File: src/ksd_pkg.sv
// Package for the set-1 keyboard scancode decoder.
// Holds prefix and register constants plus the scancode, keycode and character tables.
// No dependencies.
package ksd_pkg;

    localparam int unsigned PADDR_W = 3;
    localparam int unsigned PDATA_W = 32;

    localparam logic [PADDR_W-1:0] REG_ENABLED_ADDR = 3'd0;

    localparam logic [7:0] BREAK_BIT_MASK = 8'h80;
    localparam logic [7:0] PREFIX_E0      = 8'hE0;
    localparam logic [7:0] PREFIX_E1      = 8'hE1;
    localparam logic [7:0] SC_LSHIFT      = 8'h2A;
    localparam logic [7:0] SC_RSHIFT      = 8'h36;
    localparam logic [15:0] PAUSE_CODE    = 16'h451D;

    localparam logic [6:0] KC_NONE   = 7'd0;
    localparam logic [6:0] KC_LSHIFT = 7'd42;
    localparam logic [6:0] KC_RSHIFT = 7'd54;
    localparam logic [6:0] KC_PAUSE  = 7'd119;
    localparam logic [6:0] CHAR_ROWS = 7'd84;

    // Plain (non-prefixed) scancode to keycode.
    function automatic logic [6:0] map_plain(input logic [7:0] sc);
        logic [6:0] kc;
        kc = KC_NONE;
        if (sc <= 8'd82)
            kc = sc[6:0];
        else if (sc == 8'd83)
            kc = 7'd84;
        else if (sc >= 8'd86 && sc <= 8'd88)
            kc = sc[6:0];
        return kc;
    endfunction

    // E0-prefixed scancode to keycode.
    function automatic logic [6:0] map_e0(input logic [7:0] sc);
        logic [6:0] kc;
        case (sc)
            8'h1C:   kc = 7'd96;
            8'h1D:   kc = 7'd97;
            8'h35:   kc = 7'd99;
            8'h38:   kc = 7'd100;
            8'h47:   kc = 7'd102;
            8'h48:   kc = 7'd103;
            8'h49:   kc = 7'd104;
            8'h4B:   kc = 7'd105;
            8'h4D:   kc = 7'd106;
            8'h4F:   kc = 7'd107;
            8'h50:   kc = 7'd108;
            8'h51:   kc = 7'd109;
            8'h52:   kc = 7'd110;
            8'h53:   kc = 7'd111;
            default: kc = KC_NONE;
        endcase
        return kc;
    endfunction

    // Keypad rows are the same in both layers.
    function automatic logic [7:0] keypad_char(input logic [6:0] kc);
        logic [7:0] ch;
        case (kc)
            7'd71: ch = 8'h37;  7'd72: ch = 8'h38;  7'd73: ch = 8'h39;
            7'd74: ch = 8'h2D;  7'd75: ch = 8'h34;  7'd76: ch = 8'h35;
            7'd77: ch = 8'h36;  7'd78: ch = 8'h2B;  7'd79: ch = 8'h31;
            7'd80: ch = 8'h32;  7'd81: ch = 8'h33;  7'd82: ch = 8'h30;
            7'd83: ch = 8'h2E;
            default: ch = 8'h00;
        endcase
        return ch;
    endfunction

    // German layout, Latin-1, no shift.
    function automatic logic [7:0] plain_char(input logic [6:0] kc);
        logic [7:0] ch;
        case (kc)
            7'd2:  ch = 8'h31;  7'd3:  ch = 8'h32;  7'd4:  ch = 8'h33;
            7'd5:  ch = 8'h34;  7'd6:  ch = 8'h35;  7'd7:  ch = 8'h36;
            7'd8:  ch = 8'h37;  7'd9:  ch = 8'h38;  7'd10: ch = 8'h39;
            7'd11: ch = 8'h30;  7'd12: ch = 8'h2D;  7'd13: ch = 8'h60;
            7'd14: ch = 8'h08;  7'd15: ch = 8'h09;
            7'd16: ch = 8'h71;  7'd17: ch = 8'h77;  7'd18: ch = 8'h65;
            7'd19: ch = 8'h72;  7'd20: ch = 8'h74;  7'd21: ch = 8'h7A;
            7'd22: ch = 8'h75;  7'd23: ch = 8'h69;  7'd24: ch = 8'h6F;
            7'd25: ch = 8'h70;  7'd26: ch = 8'hFC;  7'd27: ch = 8'h2B;
            7'd28: ch = 8'h0A;
            7'd30: ch = 8'h61;  7'd31: ch = 8'h73;  7'd32: ch = 8'h64;
            7'd33: ch = 8'h66;  7'd34: ch = 8'h67;  7'd35: ch = 8'h68;
            7'd36: ch = 8'h6A;  7'd37: ch = 8'h6B;  7'd38: ch = 8'h6C;
            7'd39: ch = 8'hF6;  7'd40: ch = 8'hE4;  7'd41: ch = 8'h23;
            7'd43: ch = 8'h3C;  7'd44: ch = 8'h79;  7'd45: ch = 8'h78;
            7'd46: ch = 8'h63;  7'd47: ch = 8'h76;  7'd48: ch = 8'h62;
            7'd49: ch = 8'h6E;  7'd50: ch = 8'h6D;  7'd51: ch = 8'h2C;
            7'd52: ch = 8'h2E;  7'd53: ch = 8'h2D;  7'd55: ch = 8'h2A;
            7'd57: ch = 8'h20;
            default: ch = keypad_char(kc);
        endcase
        return ch;
    endfunction

    // German layout, Latin-1, shift held.
    function automatic logic [7:0] shift_char(input logic [6:0] kc);
        logic [7:0] ch;
        case (kc)
            7'd1:  ch = 8'h5E;  7'd2:  ch = 8'h21;  7'd3:  ch = 8'h22;
            7'd5:  ch = 8'h24;  7'd6:  ch = 8'h25;  7'd7:  ch = 8'h26;
            7'd8:  ch = 8'h2F;  7'd9:  ch = 8'h28;  7'd10: ch = 8'h29;
            7'd11: ch = 8'h3D;  7'd12: ch = 8'h3F;  7'd13: ch = 8'h60;
            7'd14: ch = 8'h08;  7'd15: ch = 8'h09;
            7'd16: ch = 8'h51;  7'd17: ch = 8'h57;  7'd18: ch = 8'h45;
            7'd19: ch = 8'h52;  7'd20: ch = 8'h54;  7'd21: ch = 8'h5A;
            7'd22: ch = 8'h55;  7'd23: ch = 8'h49;  7'd24: ch = 8'h4F;
            7'd25: ch = 8'h50;  7'd26: ch = 8'hFC;  7'd27: ch = 8'h2A;
            7'd28: ch = 8'h0A;
            7'd30: ch = 8'h41;  7'd31: ch = 8'h53;  7'd32: ch = 8'h44;
            7'd33: ch = 8'h46;  7'd34: ch = 8'h47;  7'd35: ch = 8'h48;
            7'd36: ch = 8'h4A;  7'd37: ch = 8'h4B;  7'd38: ch = 8'h4C;
            7'd39: ch = 8'hF6;  7'd40: ch = 8'hE4;  7'd41: ch = 8'h27;
            7'd43: ch = 8'h3E;  7'd44: ch = 8'h59;  7'd45: ch = 8'h58;
            7'd46: ch = 8'h43;  7'd47: ch = 8'h56;  7'd48: ch = 8'h42;
            7'd49: ch = 8'h4E;  7'd50: ch = 8'h4D;  7'd51: ch = 8'h3B;
            7'd52: ch = 8'h3A;  7'd53: ch = 8'h5F;  7'd55: ch = 8'h2A;
            7'd57: ch = 8'h20;
            default: ch = keypad_char(kc);
        endcase
        return ch;
    endfunction

endpackage

File: src/keyboard_scancode_decoder.sv
// Set-1 keyboard scancode decoder, top level.
// Uses ksd_pkg for constants and the keycode / character tables.
//
// Takes one keyboard byte per item and gives at most one result (keycode,
// release flag, German-layout Latin-1 character) per byte. One byte can be
// taken every clock cycle while in_stall is low; each byte passes the input
// register and then the result register, with all decoding and the prefix / shift
// state update done in the single stage between them. Prefix bytes, the first byte
// of the Pause sequence and E0 fake shifts give no result. in_stall only rises
// while a finished result sits in the result register and out_stall is high.
// The enabled register (byte address 0) resets to 0; bytes taken while it is
// 0 are dropped.
module keyboard_scancode_decoder
    import ksd_pkg::*;
(
    input  logic               clk,
    input  logic               rst_n,

    input  logic               psel,
    input  logic               penable,
    input  logic               pwrite,
    input  logic [PADDR_W-1:0] paddr,
    input  logic [PDATA_W-1:0] pwdata,
    output logic [PDATA_W-1:0] prdata,
    output logic               pready,

    input  logic               in_valid,
    output logic               in_stall,
    input  logic [7:0]         scan_byte,

    output logic               out_valid,
    input  logic               out_stall,
    output logic [6:0]         key_code,
    output logic               released,
    output logic [7:0]         char_code
);

    typedef enum logic [1:0] {
        E1_IDLE,
        E1_AWAIT_FIRST,
        E1_AWAIT_SECOND
    } e1_state_t;

    logic        enabled_reg;
    logic        in_valid_reg;
    logic [7:0]  in_byte_reg;

    logic        e0_pending_reg, e0_pending_next;
    e1_state_t   e1_stage_reg, e1_stage_next;
    logic [7:0]  e1_first_byte_reg, e1_first_byte_next;
    logic        left_shift_reg, left_shift_next;
    logic        right_shift_reg, right_shift_next;

    logic        out_valid_reg, out_valid_next;
    logic [6:0]  key_code_reg, key_code_next;
    logic        released_reg, released_next;
    logic [7:0]  char_code_reg, char_code_next;

    logic        advance;
    logic        cfg_write;
    logic        brk;
    logic [7:0]  sc;
    logic        emit;
    logic [6:0]  kc;

    assign advance   = !out_valid_reg || !out_stall;
    assign in_stall  = in_valid_reg && !advance;
    assign cfg_write = psel && penable && pwrite && pready;

    assign pready = 1'b1;
    assign prdata = (paddr == REG_ENABLED_ADDR) ? {{(PDATA_W-1){1'b0}}, enabled_reg}
                                                : '0;

    assign out_valid = out_valid_reg;
    assign key_code  = key_code_reg;
    assign released  = released_reg;
    assign char_code = char_code_reg;

    always_comb
    begin
        e0_pending_next    = e0_pending_reg;
        e1_stage_next      = e1_stage_reg;
        e1_first_byte_next = e1_first_byte_reg;
        left_shift_next    = left_shift_reg;
        right_shift_next   = right_shift_reg;
        emit               = 1'b0;
        kc                 = KC_NONE;

        // E0/E1 keep their top bit when they act as a prefix
        brk = ((in_byte_reg & BREAK_BIT_MASK) != 8'h00)
              && (e1_stage_reg != E1_IDLE || in_byte_reg != PREFIX_E1)
              && (e0_pending_reg || in_byte_reg != PREFIX_E0);
        sc  = brk ? (in_byte_reg & ~BREAK_BIT_MASK) : in_byte_reg;

        if (in_valid_reg && advance && enabled_reg)
        begin
            if (e0_pending_reg)
            begin
                e0_pending_next = 1'b0;
                if (sc != SC_LSHIFT && sc != SC_RSHIFT)
                begin
                    emit = 1'b1;
                    kc   = map_e0(sc);
                end
            end
            else
            begin
                case (e1_stage_reg)
                    E1_IDLE:
                    begin
                        if (sc == PREFIX_E0)
                            e0_pending_next = 1'b1;
                        else if (sc == PREFIX_E1)
                            e1_stage_next = E1_AWAIT_FIRST;
                        else
                        begin
                            emit = 1'b1;
                            kc   = map_plain(sc);
                        end
                    end
                    E1_AWAIT_SECOND:
                    begin
                        emit          = 1'b1;
                        kc            = ({sc, e1_first_byte_reg} == PAUSE_CODE) ? KC_PAUSE
                                                                                : KC_NONE;
                        e1_stage_next = E1_IDLE;
                    end
                    default:
                    begin
                        e1_first_byte_next = sc;
                        e1_stage_next      = E1_AWAIT_SECOND;
                    end
                endcase
            end
        end

        if (emit && kc == KC_LSHIFT)
            left_shift_next = !brk;
        if (emit && kc == KC_RSHIFT)
            right_shift_next = !brk;

        char_code_next = 8'h00;
        if (!brk && kc < CHAR_ROWS)
            char_code_next = (left_shift_next || right_shift_next) ? shift_char(kc)
                                                                   : plain_char(kc);

        out_valid_next = advance ? emit : out_valid_reg;
        key_code_next  = kc;
        released_next  = brk;
    end

    always_ff @(posedge clk or negedge rst_n)
    begin
        if (!rst_n)
        begin
            enabled_reg       <= 1'b0;
            in_valid_reg      <= 1'b0;
            e0_pending_reg    <= 1'b0;
            e1_stage_reg      <= E1_IDLE;
            e1_first_byte_reg <= 8'h00;
            left_shift_reg    <= 1'b0;
            right_shift_reg   <= 1'b0;
            out_valid_reg     <= 1'b0;
        end
        else
        begin
            if (cfg_write && paddr == REG_ENABLED_ADDR)
                enabled_reg <= pwdata[0];

            if (!in_stall)
                in_valid_reg <= in_valid;

            e0_pending_reg    <= e0_pending_next;
            e1_stage_reg      <= e1_stage_next;
            e1_first_byte_reg <= e1_first_byte_next;
            left_shift_reg    <= left_shift_next;
            right_shift_reg   <= right_shift_next;
            out_valid_reg     <= out_valid_next;
        end
    end

    // payload registers
    always_ff @(posedge clk)
    begin
        if (in_valid && !in_stall)
            in_byte_reg <= scan_byte;
        if (advance && emit)
        begin
            key_code_reg  <= key_code_next;
            released_reg  <= released_next;
            char_code_reg <= char_code_next;
        end
    end

    a_release_no_char: assert property (@(posedge clk) disable iff (!rst_n)
        out_valid && released |-> char_code == 8'h00)
        else $error("release item carries a character");

    a_prefix_exclusive: assert property (@(posedge clk) disable iff (!rst_n)
        !(e0_pending_reg && e1_stage_reg != E1_IDLE))
        else $error("E0 and E1 prefixes pending together");

    a_stall_cause: assert property (@(posedge clk) disable iff (!rst_n)
        in_stall |-> out_valid && out_stall)
        else $error("input stalled without a blocked result");

    a_unknown_no_char: assert property (@(posedge clk) disable iff (!rst_n)
        out_valid && key_code == KC_NONE |-> char_code == 8'h00)
        else $error("unknown keycode carries a character");

endmodule

File: config.mk
export PLATFORM = sky130hd
export DESIGN_NAME = keyboard_scancode_decoder
export DESIGN_NICKNAME = d
export VERILOG_FILES = /design/src/ksd_pkg.sv /design/src/keyboard_scancode_decoder.sv
export SDC_FILE = /design/constraint.sdc
export NUM_CORES = 1
export LEC_CHECK = 0
export ABC_AREA = 1
export BUFFER_PORTS_ARGS = -buffer_cell sky130_fd_sc_hd__buf_4
export CAP_MARGIN = 40
export CELL_PAD_IN_SITES_DETAIL_PLACEMENT = 0
export CELL_PAD_IN_SITES_GLOBAL_PLACEMENT = 1
export CORE_MARGIN = 10
export CORE_UTILIZATION = 40
export CTS_BUF_LIST = sky130_fd_sc_hd__clkbuf_8
export DETAILED_ROUTE_END_ITERATION = 16
export GPL_ROUTABILITY_DRIVEN = 0
export PLACE_DENSITY = 0.87
export SYNTH_ARGS = -nofsm -noshare
export SYNTH_HDL_FRONTEND = slang
export SYNTH_SLANG_ARGS = --single-unit
File: constraint.sdc
create_clock -name clk -period 6.2 [get_ports clk]
set_input_delay 0.62 -clock clk [delete_from_list [all_inputs] [get_ports clk]]
set_output_delay 0.62 -clock clk [all_outputs]
set_load 0.1 [all_outputs]
==> flow_results.xml, run 1 <==
<?xml version="1.0" encoding="UTF-8"?>
<metrics>
  <group name="outcome">
    <metric name="run_status" unit="">finished, final reports clean</metric>
  </group>
  <group name="setup_path">
    <metric name="cpMostUsedCell" unit="">sky130_fd_sc_hd__nand2_1</metric>
    <metric name="critPathTopFamily" unit="">simple AND/OR/NAND/NOR gates</metric>
    <metric name="timing.critical_path.fanout_max" unit="">9</metric>
    <metric name="critPathKind" unit="">flip-flop to flip-flop</metric>
    <metric name="critPathBufInv" unit="">3</metric>
    <metric name="critical_path_data_arrival_time" unit="ns">4.06</metric>
    <metric name="required" unit="ns">6.25</metric>
    <metric name="kind_of_launch_point_of_the_worst_setup_path" unit="">flip-flop</metric>
    <metric name="worst_path_largest_cell_delay" unit="ns">0.55</metric>
    <metric name="critical_path.cell_chain" unit="">inv_2 &gt; nand2_2 &gt; inv_1 &gt; nand3_1 &gt; nor2_1 &gt; a21oi_4 &gt; nand2_1 &gt; nand2_1 &gt; nor2_1 &gt; buf_4 &gt; nand2_2 &gt; nor2_1 &gt; nand2_1 &gt; nand3_1 &gt; nor2_1 &gt; nand2_1 &gt; nor2_2 &gt; nand2_1 &gt; nand2_1 &gt; a21oi_1 &gt; nor2_1</metric>
    <metric name="sort_of_element_at_the_end_of_the_critical_path" unit="">flip-flop</metric>
    <metric name="critPathSlowestCell" unit="">sky130_fd_sc_hd__nor2_1</metric>
  </group>
  <group name="detailed_routing">
    <metric name="count_of_nets_left_with_antenna_violations_after_detail_routing" unit="">0</metric>
    <metric name="num_vias" unit="">4767</metric>
    <metric name="total_wirelength_of_the_detailed_routed_design" unit="um">14100</metric>
    <metric name="drtPass1Iterations" unit="">6</metric>
    <metric name="route.detailed.drc" unit="">0</metric>
    <metric name="wl_per_cell" unit="um">16.4</metric>
    <metric name="first_iter_violations" unit="">867</metric>
    <metric name="via_per_inst" unit="">5.54</metric>
  </group>
  <group name="cells_and_area">
    <metric name="flow.area_growth_from_synthesis" unit="%">9.41</metric>
    <metric name="insertedDiodeCount" unit="">0</metric>
    <metric name="final_instance_count_excl_fillers" unit="">860</metric>
    <metric name="layout.cells.most_common" unit="">sky130_fd_sc_hd__nand2_1</metric>
    <metric name="top_library_cells_by_usage_in_the_layout_fill_and_taps_aside" unit="">sky130_fd_sc_hd__nand2_1 (166), sky130_fd_sc_hd__nor2_1 (111), sky130_fd_sc_hd__inv_1 (54), sky130_fd_sc_hd__nand3_1 (54), sky130_fd_sc_hd__buf_4 (39)</metric>
    <metric name="drive_above_1_share" unit="%">19.4</metric>
    <metric name="final_nets" unit="">769</metric>
    <metric name="stdcell_area" unit="um2">4780</metric>
  </group>
  <group name="flow_run">
    <metric name="max_cap_violations" unit="">0</metric>
  </group>
  <group name="floorplan">
    <metric name="rows" unit="">38</metric>
    <metric name="dieWidth" unit="um">125</metric>
    <metric name="die-area" unit="um2">15500</metric>
    <metric name="initial_standard_cell_utilization_of_the_core" unit="%">40.5</metric>
    <metric name="dieHeight" unit="um">125</metric>
    <metric name="io-pin-count" unit="">101</metric>
    <metric name="floorplan.core_area" unit="um2">10800</metric>
  </group>
  <group name="grt">
    <metric name="grt_pass1_wl" unit="um">22700</metric>
    <metric name="grt_antenna_before_repair" unit="">0</metric>
    <metric name="global_route.usage.total" unit="%">17.3</metric>
    <metric name="first_global_vias" unit="">4495</metric>
    <metric name="maximum_number_of_pins_on_one_net_before_global_route_repair" unit="">20</metric>
    <metric name="grt.overflow.total" unit="">0</metric>
  </group>
  <group name="sta">
    <metric name="finalSetupViolations" unit="">0</metric>
    <metric name="share_of_the_cycle_needed_by_the_critical_path_after_routing" unit="%">64.6</metric>
    <metric name="final_max_slew_viol_count" unit="">0</metric>
    <metric name="fin_setup_tns" unit="ns">0</metric>
    <metric name="layout_min_cycle_time" unit="ns">4.01</metric>
    <metric name="max_slew_headroom" unit="%">53.4</metric>
    <metric name="skew" unit="ns">0.0102</metric>
    <metric name="tightest_slew" unit="ns">0.699</metric>
    <metric name="max_clock_freq" unit="GHz">0.250</metric>
    <metric name="worst_slack" unit="ns">2.19</metric>
    <metric name="hold_fails_final_rpt" unit="">0</metric>
    <metric name="rsz0062_at_grt" unit="">false</metric>
  </group>
  <group name="place">
    <metric name="dpl_cell_area" unit="um2">4650</metric>
    <metric name="numPlacedInstances" unit="">852</metric>
    <metric name="dp_slack" unit="ns">2.33</metric>
    <metric name="dp_hpwl" unit="um">11200</metric>
    <metric name="place.port_buffers" unit="">37</metric>
  </group>
  <group name="clocking">
    <metric name="post_cts_hold_buffer_count" unit="">0</metric>
    <metric name="clock_insertion_delay_worst_skew" unit="ns">0.30</metric>
    <metric name="cts_sinks" unit="">40</metric>
    <metric name="cts_root_cell" unit="">sky130_fd_sc_hd__clkbuf_8</metric>
    <metric name="cts_resized" unit="">0</metric>
    <metric name="clk_transition_reported_paths" unit="ns">0.08</metric>
    <metric name="ctsLongestPathBuffers" unit="">2</metric>
    <metric name="cts_inserted_buffers" unit="">5</metric>
    <metric name="post_cts.repair.setup_buffers" unit="">0</metric>
    <metric name="cts_tree" unit="">yes</metric>
    <metric name="clock_tree.htree_level_count" unit="">2</metric>
  </group>
  <group name="logic_synthesis">
    <metric name="mappedNetlistArea" unit="um2">4370</metric>
    <metric name="synth_cell_type_count" unit="">39</metric>
    <metric name="synth-async-reset-ratio" unit="%">40.0</metric>
    <metric name="synth_enable_flop_cells" unit="">24</metric>
    <metric name="post_synth_inst_count" unit="">684</metric>
    <metric name="yosysSeqAreaShare" unit="%">25.6</metric>
    <metric name="dominantRegCellSynth" unit="">sky130_fd_sc_hd__edfxtp_1</metric>
    <metric name="yosys_warnings" unit="">0</metric>
    <metric name="ffs_latches_synth" unit="">40</metric>
    <metric name="post_synth.cell_area_avg" unit="um2">6.39</metric>
  </group>
  <group name="pwr">
    <metric name="worst_ir_drop_vdd" unit="mV">0.178</metric>
    <metric name="leakagePower" unit="nW">2.39</metric>
    <metric name="power.density" unit="nW/um2">293</metric>
  </group>
  <group name="hold_path">
    <metric name="hold_class" unit="">input pin to asynchronous set/reset pin</metric>
  </group>
</metrics>
[cells in the mapped netlist (16+ instances only)]
cell                         n  area share, %
sky130_fd_sc_hd__nand2_1   166             14
sky130_fd_sc_hd__nand3_1    54            6.2
sky130_fd_sc_hd__inv_1      53            4.5
sky130_fd_sc_hd__a21oi_1    25            2.9
sky130_fd_sc_hd__o21ai_0    30            3.4
sky130_fd_sc_hd__dfrtp_1    16            9.2
sky130_fd_sc_hd__buf_4      34            5.8
sky130_fd_sc_hd__inv_2      23            2.0
sky130_fd_sc_hd__nor2_2     17            2.4
sky130_fd_sc_hd__nand2_2    22            3.1
sky130_fd_sc_hd__edfxtp_1   24             16
sky130_fd_sc_hd__nor2_1    111            9.5
[report_power, final]
part | internal [mW] | total, mW | switching (mW)
sequential | 0.362 | 0.400 | 0.0384
clock | 0.159 | 0.257 | 0.0975
combinational | 0.148 | 0.744 | 0.596
[cell type report]
| class | instances | area [um2] |
|---|---|---|
| clock buffer | 5 | 68.8 |
| clock inverter | 3 | 63.8 |
| fill | 1103 | 6010 |
| inverter | 77 | 289 |
| multi-input combinational | 556 | 2770 |
| sequential | 40 | 1120 |
| tap | 140 | 175 |
| timing repair buffer | 39 | 293 |
[path summary, 6_finish.rpt]
kind	cells past startpoint	slack, ns	startpoint	end
worst max-delay path	21	2.19	in_byte_reg[1]	char_code[1]
min in group clk	2	0.49	e1_first_byte_reg[5]	e1_first_byte_reg[5]
worst max register to register	21	2.19	in_byte_reg[1]	char_code[1]
max in group asynchronous	1	5.82	rst_n	e1_first_byte_reg[1]
worst min-delay path	1	0.18	rst_n	in_valid_reg
worst min register to register	2	0.49	e1_first_byte_reg[5]	e1_first_byte_reg[5]
[metrics by stage]
step / power [mW] / util, % / hold slack [ns]
detailed placement: 1.14 / 43.1 / 0.473
floorplan: 1.01 / - / 0.324
CTS: 1.40 / 44.3 / 0.182
global route: 1.48 / 44.3 / 0.185
finish: 1.40 / 44.3 / 0.178
global placement: 1.13 / 43.0 / 0.465
[metal layers]
layer,vias to the layer above,global-route usage (%),share of wire (%)
met3,70,4.30,12
met1,2133,24.1,43
met5,-,0,0
met2,319,24.3,41
li1,2245,-,-
met4,0,8.16,4.6
[logic make-up (layout without fill, tap and decap cells)]
| logic type | after synthesis | count (layout) | synth area share [%] |
|---|---|---|---|
| compound gates | 82 | 82 | 11.6 |
| buf+inv | 118 | 124 | 13.5 |
| flops | 40 | 40 | 25.6 |
| other cells | 2 | 32 | 0.172 |
| simple gates | 442 | 442 | 49.0 |
(Power assumes the default switching activity.)
==> inputs of run 2 (changes only) <==
--- a/config.mk
+++ b/config.mk
@@ -11,11 +11,11 @@
 export CELL_PAD_IN_SITES_DETAIL_PLACEMENT = 0
 export CELL_PAD_IN_SITES_GLOBAL_PLACEMENT = 1
 export CORE_MARGIN = 10
-export CORE_UTILIZATION = 40
+export CORE_UTILIZATION = 39
 export CTS_BUF_LIST = sky130_fd_sc_hd__clkbuf_8
 export DETAILED_ROUTE_END_ITERATION = 16
 export GPL_ROUTABILITY_DRIVEN = 0
-export PLACE_DENSITY = 0.87
+export PLACE_DENSITY = 0.85
 export SYNTH_ARGS = -nofsm -noshare
 export SYNTH_HDL_FRONTEND = slang
 export SYNTH_SLANG_ARGS = --single-unit
==> constraint.sdc (replaced) <==
create_clock -name clk -period 4.05 [get_ports clk]
set_input_delay 0.405 -clock clk [delete_from_list [all_inputs] [get_ports clk]]
set_output_delay 0.405 -clock clk [all_outputs]
set_load 0.1 [all_outputs]
==> flow_results.xml, run 2 (same netlist as run 1, synthesis figures left out) <==
<?xml version="1.0" encoding="UTF-8"?>
<metrics>
  <group name="sta">
    <metric name="tightest_slew" unit="ns">0.710</metric>
    <metric name="share_of_the_cycle_needed_by_the_critical_path_after_routing" unit="%">89.6</metric>
    <metric name="hold_fails_final_rpt" unit="">0</metric>
    <metric name="hold_ws" unit="ns">0.281</metric>
    <metric name="max_slew_headroom" unit="%">52.6</metric>
    <metric name="max_clock_freq" unit="GHz">0.276</metric>
    <metric name="layout_min_cycle_time" unit="ns">3.63</metric>
    <metric name="finalSetupViolations" unit="">0</metric>
    <metric name="final_max_slew_viol_count" unit="">0</metric>
    <metric name="skew" unit="ns">0.00819</metric>
    <metric name="fin_setup_tns" unit="ns">0</metric>
    <metric name="worst_slack" unit="ns">0.422</metric>
    <metric name="rsz0062_at_grt" unit="">false</metric>
  </group>
  <group name="place">
    <metric name="dp_hpwl" unit="um">11200</metric>
    <metric name="dp_slack" unit="ns">0.575</metric>
    <metric name="place.port_buffers" unit="">37</metric>
  </group>
  <group name="cells_and_area">
    <metric name="final_nets" unit="">771</metric>
    <metric name="flow.area_growth_from_synthesis" unit="%">9.38</metric>
    <metric name="layout.cells.most_common" unit="">sky130_fd_sc_hd__nand2_1</metric>
    <metric name="fillcell_total" unit="">1142</metric>
    <metric name="drive_above_1_share" unit="%">19.7</metric>
    <metric name="top_library_cells_by_usage_in_the_layout_fill_and_taps_aside" unit="">sky130_fd_sc_hd__nand2_1 (166), sky130_fd_sc_hd__nor2_1 (111), sky130_fd_sc_hd__nand3_1 (54)</metric>
    <metric name="insertedDiodeCount" unit="">0</metric>
  </group>
  <group name="floorplan">
    <metric name="die-area" unit="um2">15800</metric>
    <metric name="io-pin-count" unit="">101</metric>
    <metric name="dieWidth" unit="um">126</metric>
    <metric name="rows" unit="">38</metric>
    <metric name="initial_standard_cell_utilization_of_the_core" unit="%">40.2</metric>
    <metric name="dieHeight" unit="um">126</metric>
    <metric name="floorplan.core_area" unit="um2">10900</metric>
  </group>
  <group name="detailed_routing">
    <metric name="drtPass1Iterations" unit="">6</metric>
    <metric name="count_of_nets_left_with_antenna_violations_after_detail_routing" unit="">0</metric>
    <metric name="first_iter_violations" unit="">658</metric>
    <metric name="via_per_inst" unit="">5.51</metric>
    <metric name="total_wirelength_of_the_detailed_routed_design" unit="um">14000</metric>
    <metric name="num_vias" unit="">4747</metric>
    <metric name="wl_per_cell" unit="um">16.3</metric>
    <metric name="route.detailed.drc" unit="">0</metric>
  </group>
  <group name="hold_path">
    <metric name="hold_class" unit="">input pin to flip-flop</metric>
    <metric name="number_of_instances_on_the_worst_hold_path" unit="">1</metric>
  </group>
  <group name="grt">
    <metric name="first_global_vias" unit="">4425</metric>
    <metric name="grt.overflow.total" unit="">0</metric>
    <metric name="grt_pass1_wl" unit="um">22500</metric>
    <metric name="global_route.usage.total" unit="%">16.8</metric>
    <metric name="maximum_number_of_pins_on_one_net_before_global_route_repair" unit="">20</metric>
    <metric name="grt_antenna_before_repair" unit="">0</metric>
  </group>
  <group name="setup_path">
    <metric name="required" unit="ns">4.10</metric>
    <metric name="timing.critical_path.fanout_max" unit="">15</metric>
    <metric name="critical_path_data_arrival_time" unit="ns">3.68</metric>
    <metric name="kind_of_launch_point_of_the_worst_setup_path" unit="">flip-flop</metric>
    <metric name="cpMostUsedCell" unit="">sky130_fd_sc_hd__nand2_1</metric>
    <metric name="critPathKind" unit="">flip-flop to flip-flop</metric>
    <metric name="critical_path.cell_chain" unit="">inv_1 &gt; nand2_1 &gt; nor2_1 &gt; nand2_1 &gt; clkinv_1 &gt; nor2_2 &gt; nand2_2 &gt; nand2_2 &gt; a21oi_4 &gt; nor2_2 &gt; inv_2 &gt; nor2_1 &gt; nor2_2 &gt; nand2_1 &gt; nor2_1 &gt; nand2_1 &gt; nor2_2 &gt; nand2_1 &gt; nand2_1 &gt; a21oi_1 &gt; nor2_1</metric>
    <metric name="worst_path_largest_cell_delay" unit="ns">0.56</metric>
    <metric name="critPathSlowestCell" unit="">sky130_fd_sc_hd__nor2_2</metric>
    <metric name="r2r.worst_path.cells" unit="">21</metric>
    <metric name="sort_of_element_at_the_end_of_the_critical_path" unit="">flip-flop</metric>
  </group>
  <group name="clocking">
    <metric name="cts_root_cell" unit="">sky130_fd_sc_hd__clkbuf_8</metric>
    <metric name="ctsLongestPathBuffers" unit="">2</metric>
    <metric name="cts_resized" unit="">0</metric>
    <metric name="post_cts.repair.setup_buffers" unit="">0</metric>
    <metric name="cts_inserted_buffers" unit="">5</metric>
    <metric name="clock_tree.htree_level_count" unit="">2</metric>
    <metric name="clock_insertion_delay_worst_skew" unit="ns">0.30</metric>
    <metric name="cts_sinks" unit="">40</metric>
    <metric name="clk_transition_reported_paths" unit="ns">0.08</metric>
    <metric name="cts_tree" unit="">yes</metric>
    <metric name="post_cts_hold_buffer_count" unit="">1</metric>
  </group>
  <group name="outcome">
    <metric name="run_status" unit="">finished, final reports clean</metric>
  </group>
  <group name="flow_run">
    <metric name="max_cap_violations" unit="">0</metric>
  </group>
  <group name="pwr">
    <metric name="power.density" unit="nW/um2">438</metric>
    <metric name="leakagePower" unit="nW">2.39</metric>
    <metric name="worst_ir_drop_vdd" unit="mV">0.431</metric>
  </group>
</metrics>
## run 2: changes by cell type in the layout (fill, tap and decap cells not counted)
cell / before / now
sky130_fd_sc_hd__dlygate4sd3_1: 0 / 1
sky130_fd_sc_hd__inv_4: 0 / 1
sky130_fd_sc_hd__inv_6: 0 / 1
sky130_fd_sc_hd__inv_1: 54 / 53
sky130_fd_sc_hd__buf_4: 39 / 40
sky130_fd_sc_hd__bufinv_16: 2 / 1
## run 2: area by class of cell
class | count | area [um2] | area share, %
clock buffer | 5 | 68.8 | 1.44
clock inverter | 3 | 45.0 | 0.942
inverter | 77 | 289 | 6.04
multi-input combinational | 556 | 2770 | 58.0
sequential | 40 | 1120 | 23.4
tap | 140 | 175 | 3.66
timing repair buffer | 41 | 310 | 6.49
## run 2: path summary, 6_finish.rpt
kind | start | endpoint | slack, ns
worst max-delay path | in_byte_reg[0] | char_code[1] | 0.42
worst min-delay path | scan_byte[5] | in_byte_reg[5] | 0.28
worst max register to register | in_byte_reg[0] | char_code[1] | 0.42
worst min register to register | e1_first_byte_reg[7] | e1_first_byte_reg[7] | 0.48
max in group asynchronous | rst_n | right_shift_reg | 3.35
min in group asynchronous | rst_n | out_valid | 0.50
## run 2: critical path, delay by kind of cell (launching register included)
kind	cells	cell delay (ns)
AND/OR/NAND/NOR	16	2.27
buffers and inverters	3	0.39
AO/OA/AOI/OAI	2	0.19
flip-flops	1	0.55
## run 2: metal layers
layer,vias to the layer above,part of all wire [%],track usage [%]
li1,2259,-,-
met1,2101,43,23.3
met2,321,41,23.6
met3,66,13,5.45
met4,0,3.7,6.36
met5,-,0,0
## run 2: power breakdown
part	leakage [nW]	total (mW)	internal (mW)	switching [mW]
Combinational	1.90	1.14	0.228	0.912
Clock	0.0591	0.341	0.186	0.155
Sequential	0.430	0.611	0.554	0.0579
## run 2: stage by stage
stage	area, um2	power (mW)	utilization (%)	std cells
after detailed placement	4660	1.75	42.8	853
after floorplan	4490	1.55	-	714
final	4780	2.09	43.9	862
after CTS	4780	2.09	43.9	862
after global routing	4780	2.21	43.9	862
after global placement	4660	1.74	42.8	853
